--- src/ntsm_pkg.sv ---
// Shared types and constants for the nearest template SSE match core.
// No dependencies; imported by every module in src.
package ntsm_pkg;

   localparam int NUM_TMPL = 4;
   localparam int ELEM_W   = 16;
   localparam int DIFF_W   = 16;                 // |a - b| of two 16 bit signed values
   localparam int SQ_W     = 2 * DIFF_W;
   localparam int SUM_W    = 48;
   localparam int CODE_W   = 3;
   localparam int LED_W    = 4;

   // Nominal matrix side; the decision itself is driven by the last flag only.
   localparam int MATRIX_SIDE = 16;

   localparam logic [SUM_W-1:0]  SUM_MAX      = {SUM_W{1'b1}};
   localparam logic [SUM_W-1:0]  THRESH_RESET = 48'd167772160;  // 10.0 in Q24.24
   localparam logic [CODE_W-1:0] MATCH_NONE   = 3'd4;
   localparam logic [LED_W-1:0]  LEDS_NONE    = 4'd14;         // D4, D5, D6

   typedef logic [NUM_TMPL-1:0][ELEM_W-1:0] elems_type;
   typedef logic [NUM_TMPL-1:0][DIFF_W-1:0] diffs_type;
   typedef logic [NUM_TMPL-1:0][SQ_W-1:0]   squares_type;
   typedef logic [NUM_TMPL-1:0][SUM_W-1:0]  sums_type;

   // Control that travels with a beat between pipeline stages.
   typedef struct packed {
      logic valid;
      logic last;
   } beat_ctl_type;

endpackage

--- src/ntsm_sq_stage.sv ---
// Input register (absolute differences) and squaring register.
// Depends on ntsm_pkg.
module ntsm_sq_stage
   import ntsm_pkg::*;
(
   input  logic         clock,
   input  logic         reset,
   input  logic         req_valid,
   output logic         req_stall,
   input  elems_type    tmpl_elems,
   input  logic [ELEM_W-1:0] probe_elem,
   input  logic         last_elem,
   input  logic         dn_take,
   output beat_ctl_type sq_ctl,
   output squares_type  sq_vals
);

   beat_ctl_type s1_ctl_ff, s1_ctl_in;
   diffs_type    s1_diff_ff, s1_diff_in;
   beat_ctl_type s2_ctl_ff, s2_ctl_in;
   squares_type  s2_sq_ff, s2_sq_in;
   logic         s1_ready, s2_ready, accept;

   assign s2_ready  = !s2_ctl_ff.valid || dn_take;
   assign s1_ready  = !s1_ctl_ff.valid || s2_ready;
   assign req_stall = !s1_ready;
   assign accept    = req_valid && s1_ready;

   always_comb begin
      logic signed [ELEM_W:0] d;
      d          = '0;
      s1_diff_in = s1_diff_ff;
      s1_ctl_in  = s1_ctl_ff;
      if (accept) begin
         for (int i = 0; i < NUM_TMPL; i++) begin
            d = {tmpl_elems[i][ELEM_W-1], tmpl_elems[i]} - {probe_elem[ELEM_W-1], probe_elem};
            s1_diff_in[i] = d[ELEM_W] ? DIFF_W'(-d) : DIFF_W'(d);
         end
         s1_ctl_in = '{valid: 1'b1, last: last_elem};
      end else if (s2_ready) begin
         s1_ctl_in.valid = 1'b0;
      end
   end

   always_comb begin
      s2_sq_in  = s2_sq_ff;
      s2_ctl_in = s2_ctl_ff;
      if (s2_ready) begin
         s2_ctl_in = s1_ctl_ff;
         for (int i = 0; i < NUM_TMPL; i++) begin
            s2_sq_in[i] = s1_diff_ff[i] * s1_diff_ff[i];
         end
      end
   end

   always_ff @(posedge clock) begin
      if (reset) begin
         s1_ctl_ff <= '0;
         s2_ctl_ff <= '0;
      end else begin
         s1_ctl_ff <= s1_ctl_in;
         s2_ctl_ff <= s2_ctl_in;
      end
   end

   always_ff @(posedge clock) begin
      s1_diff_ff <= s1_diff_in;
      s2_sq_ff   <= s2_sq_in;
   end

   assign sq_ctl  = s2_ctl_ff;
   assign sq_vals = s2_sq_ff;

endmodule

--- src/ntsm_accum.sv ---
// Four saturating SSE accumulators and the final-sum register.
// Depends on ntsm_pkg.
module ntsm_accum
   import ntsm_pkg::*;
(
   input  logic         clock,
   input  logic         reset,
   input  beat_ctl_type sq_ctl,
   input  squares_type  sq_vals,
   output logic         take,
   input  logic         dn_ready,
   output logic         fin_valid,
   output sums_type     fin_sums
);

   sums_type acc_ff, acc_in;
   sums_type fin_ff, fin_in;
   sums_type acc_next;
   logic     fin_v_ff, fin_v_in;
   logic     fin_ready;

   assign fin_ready = !fin_v_ff || dn_ready;
   assign take      = sq_ctl.valid && (!sq_ctl.last || fin_ready);

   always_comb begin
      logic [SUM_W:0] s;
      for (int i = 0; i < NUM_TMPL; i++) begin
         s = {1'b0, acc_ff[i]} + (SUM_W+1)'(sq_vals[i]);
         acc_next[i] = s[SUM_W] ? SUM_MAX : s[SUM_W-1:0];
      end
   end

   always_comb begin
      acc_in   = acc_ff;
      fin_in   = fin_ff;
      fin_v_in = fin_v_ff && !dn_ready;
      if (take) begin
         acc_in = acc_next;
         if (sq_ctl.last) begin
            acc_in   = '0;
            fin_in   = acc_next;
            fin_v_in = 1'b1;
         end
      end
   end

   always_ff @(posedge clock) begin
      if (reset) begin
         acc_ff   <= '0;
         fin_v_ff <= 1'b0;
      end else begin
         acc_ff   <= acc_in;
         fin_v_ff <= fin_v_in;
      end
   end

   always_ff @(posedge clock) begin
      fin_ff <= fin_in;
   end

   assign fin_valid = fin_v_ff;
   assign fin_sums  = fin_ff;

   a_clear_after_last: assert property (@(posedge clock) disable iff (reset)
      take && sq_ctl.last |=> acc_ff == '0)
      else $error("sums not cleared after last beat");
   a_fin_holds: assert property (@(posedge clock) disable iff (reset)
      fin_v_ff && !dn_ready |=> fin_v_ff && $stable(fin_ff))
      else $error("final sums lost while downstream busy");
   a_last_blocked: assert property (@(posedge clock) disable iff (reset)
      sq_ctl.valid && sq_ctl.last && !fin_ready |-> !take)
      else $error("last beat taken with final register full");

endmodule

--- src/ntsm_decide.sv ---
// Threshold register, match decision and result register.
// Depends on ntsm_pkg.
module ntsm_decide
   import ntsm_pkg::*;
(
   input  logic              clock,
   input  logic              reset,
   input  logic              csr_wr_en,
   input  logic [SUM_W-1:0]  csr_wr_data,
   input  logic              fin_valid,
   input  sums_type          fin_sums,
   output logic              up_ready,
   output logic              rsp_valid,
   input  logic              rsp_stall,
   output logic [CODE_W-1:0] rsp_match_code,
   output logic [LED_W-1:0]  rsp_led_pattern,
   output sums_type          rsp_errors
);

   logic [SUM_W-1:0]  thr_ff, thr_in;
   logic              rv_ff, rv_in;
   logic [CODE_W-1:0] code_ff, code_in, code_c;
   logic [LED_W-1:0]  led_ff, led_in, led_c;
   sums_type          err_ff, err_in;
   logic [NUM_TMPL-1:0] win;
   logic              load;

   assign up_ready = !rv_ff || !rsp_stall;
   assign load     = fin_valid && up_ready;
   assign thr_in   = csr_wr_en ? csr_wr_data : thr_ff;

   // A template wins only if strictly below threshold and all others.
   always_comb begin
      for (int i = 0; i < NUM_TMPL; i++) begin
         win[i] = fin_sums[i] < thr_ff;
         for (int j = 0; j < NUM_TMPL; j++) begin
            if (j != i && !(fin_sums[i] < fin_sums[j])) begin
               win[i] = 1'b0;
            end
         end
      end
      code_c = MATCH_NONE;
      led_c  = LEDS_NONE;
      for (int i = NUM_TMPL - 1; i >= 0; i--) begin
         if (win[i]) begin
            code_c = CODE_W'(i);
            led_c  = LED_W'(1) << i;
         end
      end
   end

   always_comb begin
      code_in = code_ff;
      led_in  = led_ff;
      err_in  = err_ff;
      rv_in   = rv_ff && rsp_stall;
      if (load) begin
         code_in = code_c;
         led_in  = led_c;
         err_in  = fin_sums;
         rv_in   = 1'b1;
      end
   end

   always_ff @(posedge clock) begin
      if (reset) begin
         thr_ff <= THRESH_RESET;
         rv_ff  <= 1'b0;
      end else begin
         thr_ff <= thr_in;
         rv_ff  <= rv_in;
      end
   end

   always_ff @(posedge clock) begin
      code_ff <= code_in;
      led_ff  <= led_in;
      err_ff  <= err_in;
   end

   assign rsp_valid       = rv_ff;
   assign rsp_match_code  = code_ff;
   assign rsp_led_pattern = led_ff;
   assign rsp_errors      = err_ff;

   a_none_leds: assert property (@(posedge clock) disable iff (reset)
      rv_ff && code_ff == MATCH_NONE |-> led_ff == LEDS_NONE)
      else $error("no-match LED pattern wrong");
   a_win_onehot: assert property (@(posedge clock) disable iff (reset)
      rv_ff && code_ff != MATCH_NONE |-> $onehot(led_ff) && code_ff < MATCH_NONE)
      else $error("winner LED pattern not one-hot");
   a_win_below_thr: assert property (@(posedge clock) disable iff (reset)
      load && code_c != MATCH_NONE |-> fin_sums[code_c[1:0]] < thr_ff)
      else $error("winner not below threshold");

endmodule

--- src/nearest_template_sse_match_core.sv ---
// Top level of the nearest template SSE match core.
// Depends on ntsm_pkg, ntsm_sq_stage, ntsm_accum, ntsm_decide.
//
//   port group  | dir | handshake            | beat contents
//   req_*       | in  | req_valid/req_stall  | four template elements, probe element, last flag
//   rsp_*       | out | rsp_valid/rsp_stall  | match code, LED pattern, four error sums
//   csr_*       | in  | csr_wr_en            | reject threshold, Q24.24
//
// One beat is accepted per cycle when nothing downstream is full.
// A last beat accepted at the input passes through the abs-diff register, the squaring
// register and the final-sum register, then reaches the result register.
// The 48 bit saturating accumulate is the single per-beat feedback loop.
// A stalled result only blocks a following last beat; non-last beats keep flowing.
// Reset (synchronous) clears sums and valids and sets the threshold to 10.0.
module nearest_template_sse_match_core
   import ntsm_pkg::*;
(
   input  logic                     clock,
   input  logic                     reset,
   input  logic                     req_valid,
   output logic                     req_stall,
   input  logic signed [ELEM_W-1:0] req_tmpl_a_elem,
   input  logic signed [ELEM_W-1:0] req_tmpl_b_elem,
   input  logic signed [ELEM_W-1:0] req_tmpl_c_elem,
   input  logic signed [ELEM_W-1:0] req_tmpl_d_elem,
   input  logic signed [ELEM_W-1:0] req_probe_elem,
   input  logic                     req_last_elem,
   output logic                     rsp_valid,
   input  logic                     rsp_stall,
   output logic [CODE_W-1:0]        rsp_match_code,
   output logic [LED_W-1:0]         rsp_led_pattern,
   output logic [SUM_W-1:0]         rsp_error_a,
   output logic [SUM_W-1:0]         rsp_error_b,
   output logic [SUM_W-1:0]         rsp_error_c,
   output logic [SUM_W-1:0]         rsp_error_d,
   input  logic                     csr_wr_en,
   input  logic [SUM_W-1:0]         csr_wr_data
);

   elems_type    tmpl_elems;
   beat_ctl_type sq_ctl;
   squares_type  sq_vals;
   logic         take;
   logic         fin_valid;
   sums_type     fin_sums;
   logic         dec_ready;
   sums_type     errors;

   assign tmpl_elems[0] = req_tmpl_a_elem;
   assign tmpl_elems[1] = req_tmpl_b_elem;
   assign tmpl_elems[2] = req_tmpl_c_elem;
   assign tmpl_elems[3] = req_tmpl_d_elem;

   ntsm_sq_stage u_sq (
      .clock      (clock),
      .reset      (reset),
      .req_valid  (req_valid),
      .req_stall  (req_stall),
      .tmpl_elems (tmpl_elems),
      .probe_elem (req_probe_elem),
      .last_elem  (req_last_elem),
      .dn_take    (take),
      .sq_ctl     (sq_ctl),
      .sq_vals    (sq_vals)
   );

   ntsm_accum u_acc (
      .clock     (clock),
      .reset     (reset),
      .sq_ctl    (sq_ctl),
      .sq_vals   (sq_vals),
      .take      (take),
      .dn_ready  (dec_ready),
      .fin_valid (fin_valid),
      .fin_sums  (fin_sums)
   );

   ntsm_decide u_dec (
      .clock           (clock),
      .reset           (reset),
      .csr_wr_en       (csr_wr_en),
      .csr_wr_data     (csr_wr_data),
      .fin_valid       (fin_valid),
      .fin_sums        (fin_sums),
      .up_ready        (dec_ready),
      .rsp_valid       (rsp_valid),
      .rsp_stall       (rsp_stall),
      .rsp_match_code  (rsp_match_code),
      .rsp_led_pattern (rsp_led_pattern),
      .rsp_errors      (errors)
   );

   assign rsp_error_a = errors[0];
   assign rsp_error_b = errors[1];
   assign rsp_error_c = errors[2];
   assign rsp_error_d = errors[3];

endmodule

--- config.mk ---
export PLATFORM = sky130hd
export DESIGN_NAME = nearest_template_sse_match_core
export DESIGN_NICKNAME = d
export VERILOG_FILES = /design/src/ntsm_pkg.sv /design/src/ntsm_sq_stage.sv /design/src/ntsm_accum.sv /design/src/ntsm_decide.sv /design/src/nearest_template_sse_match_core.sv
export SDC_FILE = /design/constraint.sdc
export NUM_CORES = 2
export LEC_CHECK = 0
export BUFFER_PORTS_ARGS = -buffer_cell sky130_fd_sc_hd__clkbuf_2
export CAP_MARGIN = 40
export CORE_UTILIZATION = 60
export CTS_CLUSTER_SIZE = 25
export DETAILED_ROUTE_END_ITERATION = 16
export PLACE_DENSITY = 0.88
export SLEW_MARGIN = 30
export SYNTH_ARGS = -nofsm -noshare
export SYNTH_HDL_FRONTEND = slang
export SYNTH_SLANG_ARGS = --single-unit
--- constraint.sdc ---
create_clock -name clock -period 18.5 [get_ports clock]
set_input_delay 1.85 -clock clock [delete_from_list [all_inputs] [get_ports clock]]
set_output_delay 1.85 -clock clock [all_outputs]
set_load 0.005 [all_outputs]
Word level (Yosys, flattened, before mapping)
Cells that the tools add are included.
{ "totals": {"output_inout_bits": 201, "latchBits": 0, "romBits": 0, "regBits": 829, "word_cells": 119, "inputBits": 134, "mem_bits_rw": 0, "memories": 0} }
{ "op_classes": {"reduce_logical": 22, "n_div": 0, "bitwise": 0, "n_eq_ne": 0, "multipliers": 4, "mux": 32, "shifts": 0, "order_cmp": 16, "n_addsub": 12} }
{ "op_table": {"columns": ["operator", "count"], "rows": [
  ["$lt A48 B48 Y1", 16],
  ["$add A48 B32 Y49", 4],
  ["$mux W192", 1],
  ["$mux W48", 4],
  ["$mul A16 B16 Y32", 4],
  ["$sub A16 B16 Y17", 4],
  ["$mux W16", 4],
  ["$neg A16 Y16", 4],
  ["$mux W1", 18],
  ["$mux W3", 3],
  ["$logic_not A1 Y1", 8],
  ["$logic_and A1 B1 Y1", 5],
  ["$logic_or A1 B1 Y1", 5],
  ["$mux W2", 2],
  ["$reduce_or A3 Y1", 1],
  ["$reduce_and A2 Y1", 1],
  ["$reduce_bool A2 Y1", 1],
  ["$reduce_or A2 Y1", 1]
]} }

Longest topological paths before layout
{ "logic_depth": {"ltp_word": 9, "mapped_depth": 26, "depth_no_buf": 25} }

Hierarchy
From an unflattened synthesis, not the netlist that was laid out.
{ "unflattened": {"hier_cells": 8258, "area_unflattened_um2": 79784.0} }
{ "by_module_without_submodules": {"columns": ["mod", "instances", "area_each_um2", "cells_per_inst", "seq_area_each_um2"], "rows": [
  ["ntsm_sq_stage", 1, 39068.7, 4132, 5725.5],
  ["ntsm_accum", 1, 22006.1, 2346, 9629.2],
  ["ntsm_decide", 1, 18709.2, 1780, 6956.7]
]} }

Least setup slack after synthesis
No wires, ideal clock.
{ "synth_path": {"kind": "input to register", "from": "in rsp_stall", "to": "reg u_dec.err_ff, in the netlist u_dec.rsp_errors[0] (enable)", "path_buffers": 0, "required_time_ns": 17.436, "stages": 1, "setup_slack_ns": 1.299, "setup_time_ns": 1.064, "arrival_ns": 16.137, "cell_sequence": "a21boi_0"} }
{ "synth_via": {"elab_chain_len": 3} }
{ "synth_rtl": {"columns": ["element", "line_no", "text"], "rows": [
  ["start: declaration", "nearest_template_sse_match_core.sv:29", "input logic rsp_stall,"],
  ["$logic_not A1 Y1", "ntsm_decide.sv:28", "assign up_ready = !rv_ff || !rsp_stall;"],
  ["$logic_or A1 B1 Y1", "ntsm_decide.sv:28", null],
  ["$logic_and A1 B1 Y1", "ntsm_decide.sv:29", "assign load = fin_valid && up_ready;"],
  ["end signal: assignment", "ntsm_decide.sv:78", "err_ff <= err_in;"],
  ["end: declaration", "ntsm_decide.sv:24", "sums_type err_ff, err_in;"]
]} }
No other way between the ends.
A chain may end at the register's enable or synchronous reset.

Final worst setup path
{ "layout_path": {"from": "reg u_sq.s1_diff_ff[1] (netlist name)", "to": "reg u_sq.s2_sq_ff, in the netlist u_sq.sq_vals[29], data pin"} }
{ "layout_via": {"elab_chain_len": 1} }
{ "layout_rtl": {"columns": ["element", "line_no", "text"], "rows": [
  ["start: declaration", "ntsm_sq_stage.sv:19", "diffs_type s1_diff_ff, s1_diff_in;"],
  ["start signal: assignment", "ntsm_sq_stage.sv:67", "s1_diff_ff <= s1_diff_in;"],
  ["$mul A16 B16 Y32", "ntsm_sq_stage.sv:51", "s2_sq_in[i] = s1_diff_ff[i] * s1_diff_ff[i];"],
  ["end signal: assignment", "ntsm_sq_stage.sv:68", "s2_sq_ff <= s2_sq_in;"],
  ["end: declaration", "ntsm_sq_stage.sv:21", "squares_type s2_sq_ff, s2_sq_in;"]
]} }
No other way between the ends.

==> flow_results.org <==
** Floorplan
- Row generation in the floorplan step produced 132 rows.
- Initial cell density of the core :: 0.605
- 335 I/O pins were placed.
- Full die area :: 132,000 sq um
- The region available for standard cell placement spans 130,000 sq um.
- The die is 364 microns tall.
- Chip Width :: 364 microns

** Timing
- At the pin with the least slew margin, the transition time is 0.973 ns.
- Setup violations remaining at the end of the flow were counted as 0.
- Max frequency :: 132 MHz
- The count of final max-slew check failures came to 0.
- Measured against its own limit, the worst slew margin works out to 0.345.
- Period Utilization, post-route :: 0.410
- On the final layout, the worst clock skew is 0.0607 ns.
- The routed design could run at a clock period as short as 7.59 ns.
- Final hold vios :: 0
- Unrepaired setup endpoints after global routing :: no
- In the final timing run, aggregate negative setup slack is 0 ns.

** Logic synthesis
- Post-synth ARST share :: 0
- Of the total synthesized cell area, the portion taken by full adders, half adders and majority gates is 0.339.
- Number of flip-flops and latches in the synthesized netlist :: 825
- Yosys mapped a number of flops with a built-in enable equal to 579.
- Mux contribution to synthesized area :: 0.00912
- Synth top area share :: 0.222
- Yosys mapped the design onto 88 distinct sky130hd cell types.
- sky130_fd_sc_hd__edfxtp_1 takes more of the synthesized area than any other cell.
- Synthesized netlist net count :: 9,841
- Dominant combinational cell family by area after synthesis :: adder cells
- Number of cells produced by synthesis :: 7,977
- Of the total synthesized cell area, the portion taken by AND, OR, NAND and NOR gates is 0.114.
- Cell Area, Synth :: 78,500 sq um
- The Yosys step of the flow raised 0 warnings.
- Xor and xnor area share after synthesis :: 0.0414
- In the post-synthesis netlist, the biggest area contributors are sky130_fd_sc_hd__edfxtp_1 (22%), sky130_fd_sc_hd__ha_1 (17%), sky130_fd_sc_hd__fa_1 (17%).
- Seq/Total Area, Yosys :: 0.284
- Mean cell area of the mapped netlist :: 9.84 sq um
- The area fraction in compound gates after synthesis was 0.139.
- For this run, the leading register cell type out of synthesis is sky130_fd_sc_hd__edfxtp_1.

** GRT
- Entering global routing, the biggest net connects 74 pins.
- Initial antenna violation count :: 4
- Residual overflow from global routing :: 0
- The via count of the first global-routing pass came to 61,400.
- For this run, the total global-route usage over all layers was measured as 0.330.
- The first global-routing pass estimated 338 mm of wire.

** Layout
- Fraction of layout cells with a size suffix above 1 :: 0.0723
- Most common cell after layout, fill and taps aside :: sky130_fd_sc_hd__inv_1
- Layout filler cell count :: 9,585
- The area growth from synthesis to layout is 8.52%.
- Commonest cells after routing, fill and taps aside :: sky130_fd_sc_hd__inv_1 (1,336), sky130_fd_sc_hd__ha_1 (1,072), sky130_fd_sc_hd__fa_1 (658), sky130_fd_sc_hd__nand2_1 (602), sky130_fd_sc_hd__edfxtp_1 (579)
- Number of nets in the finished design :: 10,100

** Clock tree
- Post-CTS sizing :: 0
- Clock transition time at the flip-flop clock pins of the worst setup and hold paths :: 0.06 ns
- The clock passes through at most 3 buffers.
- Number of clock sinks :: 825
- After clock tree synthesis, the setup repair step added 0 buffers.
- The tree is rooted in a sky130_fd_sc_hd__clkbuf_16.
- Buffers inserted to repair hold after CTS numbered 0.
- TritonCTS built the clock tree.
- Clock latency at the later pin of the worst-skew pair :: 0.74 ns
- The H-tree generated during clock tree synthesis spans 3 levels.
- Buffers inserted during clock tree synthesis total 88.

** Drt
- After detailed routing, the number of remaining DRC violations is 0.
- Remaining antenna violation count after routing :: 0
- Routed via count divided by cell count :: 6.03
- The routed layout has 60,700 vias.
- The final layout contains routed wiring with a total length of 218 mm.
- In this run, the number of DRC markers left after iteration 0 of detailed routing was 5,249.
- The first detailed-routing pass took 6 iterations.
- Detail-routed net length per standard cell :: 21.7 microns

** Worst setup path
- Highest-delay cell along the critical path :: sky130_fd_sc_hd__edfxtp_1
- Traced cell by cell, the critical path runs through and2_1 > fa_1 > inv_1 > fa_1 > inv_1 > fa_1 > inv_1 > fa_1 > inv_1 > fa_1 > inv_1 > fa_1 > inv_1 > ha_1 > a21o_1 > a21oi_1 > o2111a_1 > a21oi_1 > a41oi_1 > a21boi_0 > and4_1 > a2111oi_0 > a21oi_1 > xor2_1.
- Data arrives at the worst endpoint at 8.03 ns.
- Along the worst path, the maximum fanout reaches 20.
- Startpoint kind of the worst setup timing path :: register
- Largest incremental delay on the critical path :: 0.70 ns
- Crit path capture type :: register
- Required time of the critical path :: 18.94 ns
- Worst Path Buf+Inv :: 6
- Crit path kind :: register to register
- Worst path top cell family by delay :: adder cells

** Place
- Detailed placement HPWL :: 174 mm
- Final weighted congestion in routability-driven placement :: 1.00
- Number of buffer cells added on primary ports :: 334

** Flow run
- Across the run, the number of max-cap violations was 0.

** Run status
- The flow ran to the end, and the final reports show no timing, DRC or antenna violations.

** Min path
- Class of the most critical hold timing path :: register to register
flip-flops by register name, summed over array words and instances, names as in the netlist:
name / flops
u_sq.s1_diff_ff: 64
u_acc.acc_ff: 192
u_dec.thr_ff: 48
u_sq.sq_vals: 124
u_dec.rsp_valid: 1
u_dec.rsp_errors: 192
u_dec.rsp_match_code: 3
u_sq.sq_ctl: 2
u_dec.rsp_led_pattern: 4
u_acc.fin_sums: 192
u_acc.fin_valid: 1
u_sq.s1_ctl_ff: 2
logic make-up after synthesis:
kind of cell    count (synthesis)
compound gates               1615
xor+xnor                      371
mux                            70
fa+ha+maj                    1730
buf+inv                      1536
simple gates                 1830
flops                         825
per-layer routing:
layer / share of wire / vias to the layer above / track usage / wire length (microns)
li1: - / 27800 / - / -
met1: 0.40 / 29300 / 0.431 / 87900
met2: 0.45 / 2973 / 0.531 / 98800
met3: 0.095 / 545 / 0.0626 / 20900
met4: 0.050 / 0 / 0.156 / 10900
met5: 0 / - / 0 / 0
cell type report:
cell class              instances  area (sq um)  area share
clock inverters                40           524     0.00616
repair buffers                371          2120      0.0249
multi-input cells            5616         50400       0.592
flip-flops and latches        825         22300       0.262
well taps                    1742          2180      0.0256
diodes                          3          7.51   0.0000882
inverters                    1337          5020      0.0590
clock buffers                 126          2550      0.0299
final timing paths:
kind | from | end | slack (ns) | depth (start not counted)
hold / removal | u_acc.acc_ff[191] | u_acc.acc_ff[191] | 0.45 | 1
hold reg to reg | u_acc.acc_ff[191] | u_acc.acc_ff[191] | 0.45 | 1
setup reg to reg | u_sq.s1_diff_ff[1] | u_sq.sq_vals[29] | 10.91 | 24
setup / recovery | u_sq.s1_diff_ff[1] | u_sq.sq_vals[29] | 10.91 | 24
cell usage after synthesis (all sizes together), types with 12 or more instances:
library cell,n
nor4,26
and3,61
nand2,602
o211ai,32
nand4,133
mux2,12
or2,39
a221oi,15
xnor2,267
a21o,378
and2,210
edfxtp,579
o21a,65
a21boi,13
o21bai,46
a211oi,43
nor2b,63
o21ai,254
nor3,104
a21oi,405
fa,658
nand3,102
a31o,16
xor2,104
a41oi,14
nand2b,57
inv,1337
a22o,134
mux2i,58
o2bb2ai,12
nor2,353
and4,19
dfxtp,246
buf,22
o31ai,23
ha,1072
clkbuf,177
or3,26
a31oi,41
a311oi,12
stage by stage:
stage | cells | instance area [sq um] | setup WS [ns] | hold WS, ns | utilization
final | 10100 | 85100 | 10.91 | 0.454 | 0.657
after global routing | 10100 | 85100 | 10.62 | 0.462 | 0.657
after CTS | 10100 | 85000 | 11.00 | 0.441 | 0.656
after detailed placement | 9884 | 82000 | 11.00 | 0.431 | 0.632
after global placement | 9876 | 81800 | 11.16 | 0.425 | 0.631
after floorplan | 7977 | 78500 | 1.30 | 0.411 | -
Power is left out: the tool's default activity adds up to more than one toggle a clock period on the data nets, which glitch-free logic cannot reach.
